[src/rtl/core/bphc_pkg.sv]
`timescale 1ns / 1ps
// ----------------------------------------------------------------------------
// bphc_pkg
// Shared types and codes of the button press/hold classifier.
// ----------------------------------------------------------------------------
package bphc_pkg;

    typedef enum logic [1:0] {
        EV_NONE     = 2'd0,
        EV_RELEASED = 2'd1,
        EV_PRESSED  = 2'd2,
        EV_HELD     = 2'd3
    } bphc_event_t;

    // Report modes; the unused code behaves as state repeat
    localparam logic [1:0] MODE_STATE_REPEAT  = 2'd0;
    localparam logic [1:0] MODE_WAIT_HOLD     = 2'd1;
    localparam logic [1:0] MODE_WAIT_RELEASE  = 2'd2;

    // Register indexes
    localparam int unsigned REG_IDX_BITS = 3;
    typedef logic [REG_IDX_BITS-1:0] bphc_reg_idx_t;
    localparam bphc_reg_idx_t REG_ANALOG_MODE      = 3'd0;
    localparam bphc_reg_idx_t REG_ACTIVE_HIGH      = 3'd1;
    localparam bphc_reg_idx_t REG_ANALOG_THRESHOLD = 3'd2;
    localparam bphc_reg_idx_t REG_HOLD_TIME_MS     = 3'd3;
    localparam bphc_reg_idx_t REG_REPORT_MODE      = 3'd4;
    localparam bphc_reg_idx_t REG_REPEAT_MASK      = 3'd5;

    // Narrow control settings handed from the register file to the classifier
    typedef struct packed {
        logic       analog_mode;
        logic       active_high;
        logic [1:0] report_mode;
        logic [2:0] repeat_mask;
    } bphc_ctrl_t;

endpackage

[src/rtl/core/bphc_poll_if.sv]
`timescale 1ns / 1ps
// ----------------------------------------------------------------------------
// bphc_poll_if
// Poll channel: pin level, converter sample and millisecond timestamp.
// ----------------------------------------------------------------------------
interface bphc_poll_if #(
    parameter int SAMPLE_BITS = 12,
    parameter int TIME_BITS   = 32
);
    logic                   valid;
    logic                   ready;
    logic                   digital_level;
    logic [SAMPLE_BITS-1:0] analog_sample;
    logic [TIME_BITS-1:0]   now_ms;

    modport source (output valid, output digital_level, output analog_sample,
                    output now_ms, input ready);
    modport sink   (input valid, input digital_level, input analog_sample,
                    input now_ms, output ready);
endinterface

[src/rtl/core/bphc_event_if.sv]
`timescale 1ns / 1ps
// ----------------------------------------------------------------------------
// bphc_event_if
// Result channel: one classified button event per beat.
// ----------------------------------------------------------------------------
interface bphc_event_if;
    logic       valid;
    logic       ready;
    logic [1:0] button_event;

    modport source (output valid, output button_event, input ready);
    modport sink   (input valid, input button_event, output ready);
endinterface

[src/rtl/core/button_press_hold_classifier.sv]
`timescale 1ns / 1ps
// ----------------------------------------------------------------------------
// button_press_hold_classifier
// Classifies button polls as released, pressed or held and reports events.
// ----------------------------------------------------------------------------
// Usage:
//   poll   : valid/ready sink; each beat carries the pin level, a converter
//            sample and a free-running millisecond timestamp.
//   result : valid/ready source; exactly one beat per poll, carrying the
//            button event (none, released, pressed, held).
//   APB    : settings (input select, polarity, threshold, hold time, report
//            mode, repeat mask); write them only while no poll is in flight.
// The poll is captured in the poll register when accepted, then the classifier
// writes the result register, which drives the result beat.
// Throughput is one poll per cycle while the receiver does not stall; the single
// path is a timestamp subtract and compare against the hold time followed by the report-mode filter.
// Reset clears the press timer, the last reported state and the pending
// hold flag and loads the register defaults.
// A stalled receiver holds the result register; the poll register keeps
// one more beat and poll.ready falls only when both stages are full.
// ----------------------------------------------------------------------------
module button_press_hold_classifier #(
    parameter int TIME_BITS   = 32,
    parameter int SAMPLE_BITS = 12,
    parameter int DATA_BITS   = (TIME_BITS > 32) ? 64 : 32,
    parameter int ADDR_BITS   = (TIME_BITS > 32) ? 6 : 5
) (
    input  logic                 clk,
    input  logic                 rst_n,
    bphc_poll_if.sink            poll,
    bphc_event_if.source         result,
    input  logic                 psel,
    input  logic                 penable,
    input  logic                 pwrite,
    input  logic [ADDR_BITS-1:0] paddr,
    input  logic [DATA_BITS-1:0] pwdata,
    output logic [DATA_BITS-1:0] prdata,
    output logic                 pready
);
    bphc_pkg::bphc_ctrl_t   ctrl;
    logic [SAMPLE_BITS-1:0] threshold;
    logic [TIME_BITS-1:0]   hold_time;

    // Poll register
    logic                   poll_valid_reg;
    logic                   level_reg;
    logic [SAMPLE_BITS-1:0] sample_reg;
    logic [TIME_BITS-1:0]   now_reg;

    // Result register
    logic                   result_valid_reg;
    bphc_pkg::bphc_event_t  result_event_reg;

    bphc_pkg::bphc_event_t  event_next;
    logic                   result_free;
    logic                   advance;
    logic                   poll_take;

    bphc_regs #(
        .SAMPLE_BITS (SAMPLE_BITS),
        .TIME_BITS   (TIME_BITS),
        .DATA_BITS   (DATA_BITS),
        .ADDR_BITS   (ADDR_BITS)
    ) u_regs (
        .clk       (clk),
        .rst_n     (rst_n),
        .psel      (psel),
        .penable   (penable),
        .pwrite    (pwrite),
        .paddr     (paddr),
        .pwdata    (pwdata),
        .prdata    (prdata),
        .pready    (pready),
        .ctrl      (ctrl),
        .threshold (threshold),
        .hold_time (hold_time)
    );

    // Result register can take a beat when empty or being drained this cycle
    assign result_free = !result_valid_reg || result.ready;
    // Move the held poll through the classifier into the result register
    assign advance     = poll_valid_reg && result_free;
    assign poll.ready  = !poll_valid_reg || result_free;
    assign poll_take   = poll.valid && poll.ready;

    bphc_classify #(
        .SAMPLE_BITS (SAMPLE_BITS),
        .TIME_BITS   (TIME_BITS)
    ) u_classify (
        .clk           (clk),
        .rst_n         (rst_n),
        .step          (advance),
        .digital_level (level_reg),
        .analog_sample (sample_reg),
        .now_ms        (now_reg),
        .ctrl          (ctrl),
        .threshold     (threshold),
        .hold_time     (hold_time),
        .button_event  (event_next)
    );

    // Poll stage control
    always_ff @(posedge clk or negedge rst_n)
    begin
        if (!rst_n)
            poll_valid_reg <= 1'b0;
        else if (poll.ready)
            poll_valid_reg <= poll.valid;
    end

    // Poll payload: capture on an accepted beat
    always_ff @(posedge clk)
    begin
        if (poll_take)
        begin
            level_reg  <= poll.digital_level;
            sample_reg <= poll.analog_sample;
            now_reg    <= poll.now_ms;
        end
    end

    // Result stage control
    always_ff @(posedge clk or negedge rst_n)
    begin
        if (!rst_n)
            result_valid_reg <= 1'b0;
        else if (result_free)
            result_valid_reg <= poll_valid_reg;
    end

    // Result payload: hold while the receiver stalls
    always_ff @(posedge clk)
    begin
        if (advance)
            result_event_reg <= event_next;
    end

    assign result.valid        = result_valid_reg;
    assign result.button_event = result_event_reg;
endmodule

[src/rtl/core/bphc_regs.sv]
`timescale 1ns / 1ps
// ----------------------------------------------------------------------------
// bphc_regs
// APB-style register file holding the classifier settings.
// ----------------------------------------------------------------------------
module bphc_regs #(
    parameter int SAMPLE_BITS = 12,
    parameter int TIME_BITS   = 32,
    parameter int DATA_BITS   = 32,
    parameter int ADDR_BITS   = 5
) (
    input  logic                   clk,
    input  logic                   rst_n,
    input  logic                   psel,
    input  logic                   penable,
    input  logic                   pwrite,
    input  logic [ADDR_BITS-1:0]   paddr,
    input  logic [DATA_BITS-1:0]   pwdata,
    output logic [DATA_BITS-1:0]   prdata,
    output logic                   pready,
    output bphc_pkg::bphc_ctrl_t   ctrl,
    output logic [SAMPLE_BITS-1:0] threshold,
    output logic [TIME_BITS-1:0]   hold_time
);
    localparam int STRIDE_LOG2 = (DATA_BITS > 32) ? 3 : 2;

    bphc_pkg::bphc_ctrl_t   ctrl_reg;
    logic [SAMPLE_BITS-1:0] threshold_reg;
    logic [TIME_BITS-1:0]   hold_time_reg;
    bphc_pkg::bphc_reg_idx_t idx;
    logic                   wr_en;

    assign idx    = paddr[STRIDE_LOG2 +: bphc_pkg::REG_IDX_BITS];
    assign wr_en  = psel && penable && pwrite;
    assign pready = 1'b1;

    always_ff @(posedge clk or negedge rst_n)
    begin
        if (!rst_n)
        begin
            ctrl_reg.analog_mode   <= 1'b0;
            ctrl_reg.active_high   <= 1'b1;
            ctrl_reg.report_mode   <= bphc_pkg::MODE_STATE_REPEAT;
            ctrl_reg.repeat_mask   <= 3'b000;
            threshold_reg          <= SAMPLE_BITS'(2048);
            hold_time_reg          <= TIME_BITS'(1000);
        end
        else if (wr_en)
        begin
            unique case (idx)
                bphc_pkg::REG_ANALOG_MODE:      ctrl_reg.analog_mode   <= pwdata[0];
                bphc_pkg::REG_ACTIVE_HIGH:      ctrl_reg.active_high   <= pwdata[0];
                bphc_pkg::REG_ANALOG_THRESHOLD: threshold_reg <= pwdata[SAMPLE_BITS-1:0];
                bphc_pkg::REG_HOLD_TIME_MS:     hold_time_reg <= pwdata[TIME_BITS-1:0];
                bphc_pkg::REG_REPORT_MODE:      ctrl_reg.report_mode   <= pwdata[1:0];
                bphc_pkg::REG_REPEAT_MASK:      ctrl_reg.repeat_mask   <= pwdata[2:0];
                default:                        ;
            endcase
        end
    end

    always_comb
    begin
        prdata = '0;
        unique case (idx)
            bphc_pkg::REG_ANALOG_MODE:      prdata[0] = ctrl_reg.analog_mode;
            bphc_pkg::REG_ACTIVE_HIGH:      prdata[0] = ctrl_reg.active_high;
            bphc_pkg::REG_ANALOG_THRESHOLD: prdata[SAMPLE_BITS-1:0] = threshold_reg;
            bphc_pkg::REG_HOLD_TIME_MS:     prdata[TIME_BITS-1:0] = hold_time_reg;
            bphc_pkg::REG_REPORT_MODE:      prdata[1:0] = ctrl_reg.report_mode;
            bphc_pkg::REG_REPEAT_MASK:      prdata[2:0] = ctrl_reg.repeat_mask;
            default:                        prdata = '0;
        endcase
    end

    assign ctrl      = ctrl_reg;
    assign threshold = threshold_reg;
    assign hold_time = hold_time_reg;
endmodule

[src/rtl/core/bphc_classify.sv]
`timescale 1ns / 1ps
// ----------------------------------------------------------------------------
// bphc_classify
// Press timing state and report-mode filter; state advances once per poll.
// ----------------------------------------------------------------------------
module bphc_classify #(
    parameter int SAMPLE_BITS = 12,
    parameter int TIME_BITS   = 32
) (
    input  logic                   clk,
    input  logic                   rst_n,
    input  logic                   step,
    input  logic                   digital_level,
    input  logic [SAMPLE_BITS-1:0] analog_sample,
    input  logic [TIME_BITS-1:0]   now_ms,
    input  bphc_pkg::bphc_ctrl_t   ctrl,
    input  logic [SAMPLE_BITS-1:0] threshold,
    input  logic [TIME_BITS-1:0]   hold_time,
    output bphc_pkg::bphc_event_t  button_event
);
    logic [TIME_BITS-1:0]  press_start_reg, press_start_next;
    logic                  timing_active_reg, timing_active_next;
    bphc_pkg::bphc_event_t previous_state_reg, previous_state_next;
    logic                  hold_pending_reg, hold_pending_next;

    logic                  active;
    logic [TIME_BITS-1:0]  elapsed;
    bphc_pkg::bphc_event_t raw;
    bphc_pkg::bphc_event_t rep_event;
    logic                  rep_mask_bit;

    always_comb
    begin
        if (ctrl.analog_mode)
            active = ctrl.active_high ? (analog_sample >= threshold)
                                      : (analog_sample <= threshold);
        else
            active = ctrl.active_high ? digital_level : !digital_level;
    end

    assign elapsed = now_ms - press_start_reg;

    // Raw state and press timing
    always_comb
    begin
        press_start_next   = press_start_reg;
        timing_active_next = timing_active_reg;
        if (active)
        begin
            raw = bphc_pkg::EV_PRESSED;
            if (!timing_active_reg)
            begin
                timing_active_next = 1'b1;
                press_start_next   = now_ms;
            end
            else if (elapsed >= hold_time)
                raw = bphc_pkg::EV_HELD;
        end
        else
        begin
            raw                = bphc_pkg::EV_RELEASED;
            timing_active_next = 1'b0;
            press_start_next   = '0;
        end
    end

    // State-repeat view of the raw state, shared by two modes
    always_comb
    begin
        unique case (raw)
            bphc_pkg::EV_RELEASED: rep_mask_bit = ctrl.repeat_mask[0];
            bphc_pkg::EV_PRESSED:  rep_mask_bit = ctrl.repeat_mask[1];
            bphc_pkg::EV_HELD:     rep_mask_bit = ctrl.repeat_mask[2];
            default:               rep_mask_bit = 1'b0;
        endcase
        if (raw != previous_state_reg)
            rep_event = raw;
        else
            rep_event = rep_mask_bit ? raw : bphc_pkg::EV_NONE;
    end

    always_comb
    begin
        previous_state_next = previous_state_reg;
        hold_pending_next   = hold_pending_reg;
        button_event        = bphc_pkg::EV_NONE;
        priority if (ctrl.report_mode == bphc_pkg::MODE_WAIT_RELEASE)
        begin
            previous_state_next = raw;
            button_event = (raw == bphc_pkg::EV_RELEASED) ? previous_state_reg
                                                          : bphc_pkg::EV_NONE;
        end
        else if (ctrl.report_mode == bphc_pkg::MODE_WAIT_HOLD
                 && raw == bphc_pkg::EV_PRESSED)
        begin
            hold_pending_next = 1'b1;
        end
        else if (ctrl.report_mode == bphc_pkg::MODE_WAIT_HOLD
                 && hold_pending_reg && raw == bphc_pkg::EV_RELEASED)
        begin
            hold_pending_next = 1'b0;
            button_event      = bphc_pkg::EV_PRESSED;
        end
        else
        begin
            // Wait-hold when held or released with no pending press, or plain state repeat
            if (ctrl.report_mode == bphc_pkg::MODE_WAIT_HOLD)
                hold_pending_next = 1'b0;
            previous_state_next = raw;
            button_event        = rep_event;
        end
    end

    always_ff @(posedge clk or negedge rst_n)
    begin
        if (!rst_n)
        begin
            press_start_reg    <= '0;
            timing_active_reg  <= 1'b0;
            previous_state_reg <= bphc_pkg::EV_NONE;
            hold_pending_reg   <= 1'b0;
        end
        else if (step)
        begin
            press_start_reg    <= press_start_next;
            timing_active_reg  <= timing_active_next;
            previous_state_reg <= previous_state_next;
            hold_pending_reg   <= hold_pending_next;
        end
    end
endmodule
[src/flat_wrapper.sv]
// flat-port wrapper written by rule: the top's interface ports become plain ports
module button_press_hold_classifier_flat 
#(
    parameter int TIME_BITS   = 32,
    parameter int SAMPLE_BITS = 12,
    parameter int DATA_BITS   = (TIME_BITS > 32) ? 64 : 32,
    parameter int ADDR_BITS   = (TIME_BITS > 32) ? 6 : 5
)
  (clk, rst_n, psel, penable, pwrite, paddr, pwdata, prdata, pready, poll_valid, poll_digital_level, poll_analog_sample, poll_now_ms, poll_ready, result_valid, result_button_event, result_ready);
  bphc_poll_if #(.SAMPLE_BITS(SAMPLE_BITS), .TIME_BITS(TIME_BITS)) poll_i ();
  bphc_event_if result_i ();
  input  logic clk;
  input  logic rst_n;
  input  logic psel;
  input  logic penable;
  input  logic pwrite;
  input  logic [ADDR_BITS-1:0] paddr;
  input  logic [DATA_BITS-1:0] pwdata;
  output logic [DATA_BITS-1:0] prdata;
  output logic pready;
  input wire logic [$bits(poll_i.valid)-1:0] poll_valid;
  input wire logic [$bits(poll_i.digital_level)-1:0] poll_digital_level;
  input wire logic [$bits(poll_i.analog_sample)-1:0] poll_analog_sample;
  input wire logic [$bits(poll_i.now_ms)-1:0] poll_now_ms;
  output wire logic [$bits(poll_i.ready)-1:0] poll_ready;
  output wire logic [$bits(result_i.valid)-1:0] result_valid;
  output wire logic [$bits(result_i.button_event)-1:0] result_button_event;
  input wire logic [$bits(result_i.ready)-1:0] result_ready;
  assign poll_i.valid = poll_valid;
  assign poll_i.digital_level = poll_digital_level;
  assign poll_i.analog_sample = poll_analog_sample;
  assign poll_i.now_ms = poll_now_ms;
  assign poll_ready = poll_i.ready;
  assign result_valid = result_i.valid;
  assign result_button_event = result_i.button_event;
  assign result_i.ready = result_ready;
  button_press_hold_classifier #(.TIME_BITS(TIME_BITS), .SAMPLE_BITS(SAMPLE_BITS), .DATA_BITS(DATA_BITS), .ADDR_BITS(ADDR_BITS)) u_core (.clk(clk), .rst_n(rst_n), .poll(poll_i), .result(result_i), .psel(psel), .penable(penable), .pwrite(pwrite), .paddr(paddr), .pwdata(pwdata), .prdata(prdata), .pready(pready));
endmodule
[config.mk]
export PLATFORM = sky130hd
export DESIGN_NAME = button_press_hold_classifier_flat
export DESIGN_NICKNAME = d
export VERILOG_FILES = /design/src/rtl/core/bphc_pkg.sv /design/src/rtl/core/bphc_poll_if.sv /design/src/rtl/core/bphc_event_if.sv /design/src/rtl/core/button_press_hold_classifier.sv /design/src/rtl/core/bphc_regs.sv /design/src/rtl/core/bphc_classify.sv /design/src/flat_wrapper.sv
export SDC_FILE = /design/constraint.sdc
export NUM_CORES = 1
export LEC_CHECK = 0
export BUFFER_PORTS_ARGS = -buffer_cell sky130_fd_sc_hd__buf_4
export CAP_MARGIN = 30
export CORE_MARGIN = 2
export CORE_UTILIZATION = 40
export CTS_CLUSTER_SIZE = 25
export DETAILED_ROUTE_END_ITERATION = 8
export MAX_ROUTING_LAYER = met4
export PLACE_DENSITY_LB_ADDON = 0.12
export SETUP_SLACK_MARGIN = 0.4
export SLEW_MARGIN = 5
export SYNTH_ARGS = -nofsm -noshare
export SYNTH_HDL_FRONTEND = slang
export SYNTH_SLANG_ARGS = --single-unit
[constraint.sdc]
create_clock -name clk -period 6.3 [get_ports clk]
set_input_delay 0.945 -clock clk [delete_from_list [all_inputs] [get_ports clk]]
set_output_delay 0.945 -clock clk [all_outputs]
set_load 0.01 [all_outputs]
# [Word-level counts from Yosys, hierarchy flattened]
# Cells that the tools add are included.
[word_totals] reg_bits=136 latch_bits=0 ramBits=0 mem_bits_ro=0 wordCells=85 memories=0
[classes] add_sub_neg=1 n_mul=0 div_mod_pow=0 n_lt_le_gt_ge=3 eq_ne=14 n_shift=0 muxes=27 bitwise=1 reduce_logical=23
[ops] operator="two-way mux 32 bit" n=2
[ops] operator="greater-or-equal comparator 32 bit" n=1
[ops] operator="subtractor 32 bit" n=1
[ops] operator="two-way mux 2 bit" n=10
[ops] operator="two-way mux 20 bit" n=1
[ops] operator="one-hot mux 9 bit (2 select lines)" n=1
[ops] operator="AND reduction 2 bit" n=7
[ops] operator="greater-or-equal comparator 12 bit" n=1
[ops] operator="<= comparator 12 bit" n=1
[ops] operator="two-way mux 1 bit" n=9
[ops] operator="logical AND 1 bit" n=7
[ops] operator="== test 2 bit (second input constant)" n=3
[ops] operator="== test 3 x 2 -> 1 bit (second input constant)" n=2
[ops] operator="== test 3 bit (second input constant)" n=2
[ops] operator="inequality test 2 bit (second input constant)" n=3
[ops] operator="one-hot mux 1 bit (3 select lines)" n=2
[ops] operator="one-hot mux 1 bit (6 select lines)" n=1
[ops] operator="AND reduction 3 bit" n=2
[ops] operator="== test 2 x 1 -> 1 bit (second input constant)" n=2
[ops] operator="one-hot mux 1 bit (4 select lines)" n=1
[ops] operator="== test 3 x 1 -> 1 bit (second input constant)" n=1
[ops] operator="logical NOT 1 bit" n=3
[ops] operator="logical NOT 3 bit" n=1
[ops] operator="nonzero test 3 bit" n=1
[ops] operator="3 further kinds" n=4

# [Logic depth before layout (Yosys ltp)]
[logic_depth] ltp_word=12 mapped_depth=23 mapped_depth_nobuf=23

# [Cells and area by module]
# A second synthesis with hierarchy kept.
[hier_totals] hier_cells=724 hier_area_um2=8050.2
[modules_own_cells] mod="bphc_classify" instances=1 cells_per_inst=486 area_per_inst_um2=4115.2 seq_area_each_um2=900.9
[modules_own_cells] mod="bphc_regs" instances=1 cells_per_inst=183 area_per_inst_um2=2419.8 seq_area_each_um2=1286.2
[modules_own_cells] mod="button_press_hold_classifier" instances=1 cells_per_inst=55 area_per_inst_um2=1515.2 seq_area_each_um2=1461.4

# [Least setup slack after synthesis]
# OpenSTA, ideal clock, no wires.
[synth_path] path_type="reg-to-reg" start="reg u_core.now_reg[0]" end="reg u_core.result_event_reg[1] (netlist: u_core.result.button_event[1]), data pin" setup_ns=0.265 t_arrival_ns=4.313 required_time_ns=6.035 path_slack_ns=1.723 path_stages_with_launch=23 synth_period_minus_slack_ns=4.577 cell_sequence="edfxtp_1 inv_1 ha_1 inv_1 fa_1 a21o_1 a221o_1 a41o_1 a21oi_2 o21ai_2 o211ai_2 a31oi_1 o21ai_0 nand3b_1 ha_1 nand4_1 or4_1 nor2_1 and2_0 a31oi_1 a211o_1 nand4b_1 o211ai_1"
[synth_via] elab_chain_cells=12 elab_cells_between_ends=18 classes_between="add/sub (1); order compare (1); eq/ne (4); mux (10); reduce/logical (2)"
[synth_lines] item="start, declared" line_no="button_press_hold_classifier.sv:48" rtl="logic [TIME_BITS-1:0] now_reg;"
[synth_lines] item="start signal, assigned" line_no="button_press_hold_classifier.sv:118" rtl="now_reg <= poll.now_ms;"
[synth_lines] item="subtractor 32 bit *" line_no="bphc_classify.sv:41" rtl="assign elapsed = now_ms - press_start_reg;"
[synth_lines] item="greater-or-equal comparator 32 bit *" line_no="bphc_classify.sv:56" rtl="else if (elapsed >= hold_time)"
[synth_lines] item="two-way mux 1 bit *" line_no="bphc_classify.sv:56"
[synth_lines] item="two-way mux 1 bit *" line_no="bphc_classify.sv:51" rtl="if (!timing_active_reg)"
[synth_lines] item="two-way mux 2 bit *" line_no="bphc_classify.sv:48" rtl="if (active)"
[synth_lines] item="== test 2 bit (tied with other cells)" line_no="bphc_classify.sv:70" rtl="unique case (raw)"
[synth_lines] item="one-hot mux 1 bit (3 select lines)" line_no="bphc_classify.sv:70"
[synth_lines] item="two-way mux 2 bit" line_no="bphc_classify.sv:79" rtl="rep_event = rep_mask_bit ? raw : bphc_pkg::EV_NONE;"
[synth_lines] item="two-way mux 2 bit" line_no="bphc_classify.sv:76" rtl="if (raw != previous_state_reg)"
[synth_lines] item="two-way mux 2 bit" line_no="bphc_classify.sv:98" rtl="else if (ctrl.report_mode == bphc_pkg::MODE_WAIT_HOLD"
[synth_lines] item="two-way mux 2 bit" line_no="bphc_classify.sv:93" rtl="else if (ctrl.report_mode == bphc_pkg::MODE_WAIT_HOLD"
[synth_lines] item="two-way mux 2 bit *" line_no="bphc_classify.sv:87" rtl="priority if (ctrl.report_mode == bphc_pkg::MODE_WAIT_RELEASE)"
[synth_lines] item="via u_core.event_next[1]" line_no="button_press_hold_classifier.sv:54" rtl="bphc_pkg::bphc_event_t event_next;"
[synth_lines] item="end signal, assigned" line_no="button_press_hold_classifier.sv:135" rtl="result_event_reg <= event_next;"
[synth_lines] item="end, declared" line_no="button_press_hold_classifier.sv:52" rtl="bphc_pkg::bphc_event_t result_event_reg;"
# Mark *: on every way through the listed nets, which the timed path passes. The rest lies on a longest branch.
# A chain may end at the register's enable or synchronous reset.

# [Worst setup path after layout]
# Same ends and word-level chain as after synthesis.

==> results.txt <==
The flow ran to the end, and the final reports show no timing, DRC or antenna violations. The peak supply drop is 0.0002249 V. The number of pins with negative max-slew slack in the final report came to 0. Setup violations remaining at the end of the flow were counted as 0.

The DRC violation count after routing is 0. The tightest slew margin relative to the limit came out at 38.29%. The cell family contributing the most delay on the critical path is compound AO/OA/AOI/OAI gates. For this design, the sink count on the clock tree is 136. For this run, the leading register cell type out of synthesis is dfrtp_1. The total die area came out at 20980 um2. The number of DRC markers after the initial detailed-route iteration is 361.

The type of destination of the critical path is a flop. The clock period minus final worst setup slack came out at between 5000 and 6000 ps. The number of storage elements in the synthesis netlist came out at between 100 and 150. The first global-routing pass estimated 29730 um of wire.

The synthesized design contains 47 enable-type register cells. The count of buffers added on input and output ports is 122. The number of antenna violations at the first check in global routing came out at 0. 126 I/O pins were placed. The tool flagged a number of max-cap violations equal to 0.

The leakage power of the design came out at approximately 4.5 nW. In the final routed layout, each cell accounts on average for ~15 um. The starting density of the core came out at 40.78%. The library cell used most frequently in the layout, excluding fill and tap cells, is buf_4.

The yosys synthesis warning count is 0. The routed via count came out at around 6000. The placement row count is between 50 and 60. The residual antenna-violating net count after detailed routing is 0. The overall routing resource usage is 18.82%.

The mean instance size in the synthesized netlist came out at 9.983 um2. The tightest min-delay check is of the primary input to async pin type. The CTS clock-pin slew for the worst setup and hold paths is 60 ps. Cells with a size suffix above 1 make up between 20% and 30% of the layout.

The slowest stage of the critical path belongs to the cell or4_1. The worst path arrival time is 5380 ps. The post-CTS setup repair buffer count came out at 0. The via count of the first global-routing pass came out at 5771. Traced cell by cell, the critical path runs through inv_1 -> ha_1 -> inv_1 -> fa_1 -> a21o_1 -> a221o_1 -> a41o_1 -> a21oi_2 -> o21ai_2 -> o211ai_2 -> a31oi_1 -> o21ai_0 -> nand3b_1 -> ha_1 -> nand4_1 -> or4_1 -> nor2_1 -> and2_0 -> a31oi_1 -> a211o_1 -> nand4b_1 -> o211ai_1. The startpoint of the worst-slack reg-to-reg timing path is u_core.now_reg[0]. The number of hold violations in the final report came out at 0.

The distinct cell type count of the synthesized netlist is 66. The die boundary height is about 140 um. The remaining global-route overflow came out at 0. The number of buffers created by CTS came out at 17. The number of buffer and inverter instances along the worst setup path came out at 2.

The placeable core region came out at between 15000 and 20000 um2. Routability-driven placement finished with a final weighted congestion of roughly 0.86. The hold buffer count at cts came out at 0. STA classifies the critical path startpoint as a flop.

The maximum number of pins on one net before global-route repair is 51. The power density over cell area came out at approximately 380 nW/um2. The achievable frequency came out at 191.6 MHz.

The worst register-to-register path has a setup slack of around 1100 ps. The power after layout is 3.775 mW. The placed wire-length estimate came out at around 14000 um.

Setup repair after global routing left no endpoint under its margin. The maximum fanout along the worst path is 4. The startpoint of the most critical setup path is u_core.now_reg[0]. Counting flops with an async set or reset pin after synthesis yields a share of 65.44%. The total wire length after detailed routing is 18110 um.

0 antenna diodes ended up in the layout. The detailed-route vias per instance came out at 5.013. TritonCTS built the clock tree. In the synthesized netlist, the number of instances is 795. The die width came out at 144.9 um. The share of the clock period used by the worst path is 82.83%.

The required arrival time at the worst endpoint came out at about 6500 ps. Synthesis produced a netlist with a net count of 963. In this run, post-CTS repair resized a total of 0 instances. Of the post-synthesis cell area, the dominant cell type holds 25.54%. The top cell types in the final layout, fill and taps aside, are buf_4, inv_1, dfrtp_1.

The clock root buffer master is clkbuf_16. The layout overhead on the synthesized area is 23.92%. In this run the number of H-tree levels came out at 4.

In the post-synthesis netlist, the biggest area contributors are dfrtp_1, edfxtp_1, ha_1. The final layout contains approximately 1100 nets. On the final layout, the worst clock skew is 8.658 ps. The slew at the pin with the worst max-slew slack came out at 924.7 ps. The synthesized area came out at 7936 um2. After synthesis, flip-flops and latches occupy 45.97% of the total area.

The peak per-stage delay on the critical path came out at between 500 and 600 ps. The maximum buffer depth of the clock tree is 2. The start-to-end type of the worst setup path is flop to flop. The total negative slack for setup checks came out at 0 ps. The worst-skew pair later-pin latency is 420 ps.

The number of iterations in the first detailed-routing pass is 5. The leading area contributor after synthesis is dfrtp_1.
cell families (layout without fill, tap and decap cells):
logic type,count (synthesis),after routing,share of synthesized area (%)
AOI/OAI and AO/OA,216,216,17.99
adders and majority gates,79,79,12.55
buffers and inverters,112,251,5.486
and+or+nand+nor,210,210,12.90
xor gates and xnor gates,28,28,3.090
other,1,1,0.04725
muxes,13,13,1.971
DFF,136,136,45.97
Yosys cell counts (all sizes together), types with 3 or more instances:
library cell / count
edfxtp: 47
inv: 91
a22o: 33
mux2: 11
nand3: 17
ha: 78
o211ai: 4
buf: 8
a31oi: 4
nand4: 11
xor2: 8
dfrtp: 81
a22oi: 11
a211o: 3
nor2: 48
nor3: 7
nor2b: 18
a21oi: 39
and2: 8
dfstp: 8
clkbuf: 13
a21o: 23
o21ai: 68
a211oi: 5
nand2b: 9
nand2: 70
xnor2: 20
o21a: 9
nor3b: 6
routing by layer:
layer	up-vias	routed length (um)	global-route usage, %
met3	16	774	3.554
met4	0	184	4.752
met1	2793	9247	27.02
li1	3073	-	-
met2	129	7907	27.53
met5	-	0	-
where the power goes:
group          switching [mW]  internal, mW
Clock                   0.386         0.722
Sequential             0.0974          1.11
Combinational           0.790         0.674
final cells by class:
cell class | instances | area [um2]
fill | 1877 | 9628
multi-input combinational | 547 | 3879
sequential | 136 | 3649
timing repair buffer | 128 | 980.9
clock buffer | 20 | 456.7
inverter | 91 | 341.6
tap | 265 | 331.6
clock inverter | 12 | 196.4
worst paths after layout:
path	end	cells after the start
setup / recovery	u_core.result.button_event[1]	22
hold / removal	u_core.u_regs.ctrl[6]	1
setup reg to reg	u_core.result.button_event[1]	22
hold reg to reg	u_core.result.valid	1
max in group asynchronous	u_core.u_classify.press_start_reg[17]	2
min in group clk	u_core.result.valid	1
through the flow:
stage          area [um2]  instances  hold WS (ps)  util (%)  worst slack (ps)
2_1_floorplan        7936        795         457.2         -              1723
3_3_place_gp         9154       1166         471.4     47.03              1147
3_5_place_dp         9154       1166         490.3     47.03              1120
4_1_cts              9807       1198         503.1     50.39              1091
5_1_grt              9834       1199         514.7     50.53             699.3
6_report             9834       1199         487.2     50.53              1082
Note: power is estimated with default switching activity, not from simulation.
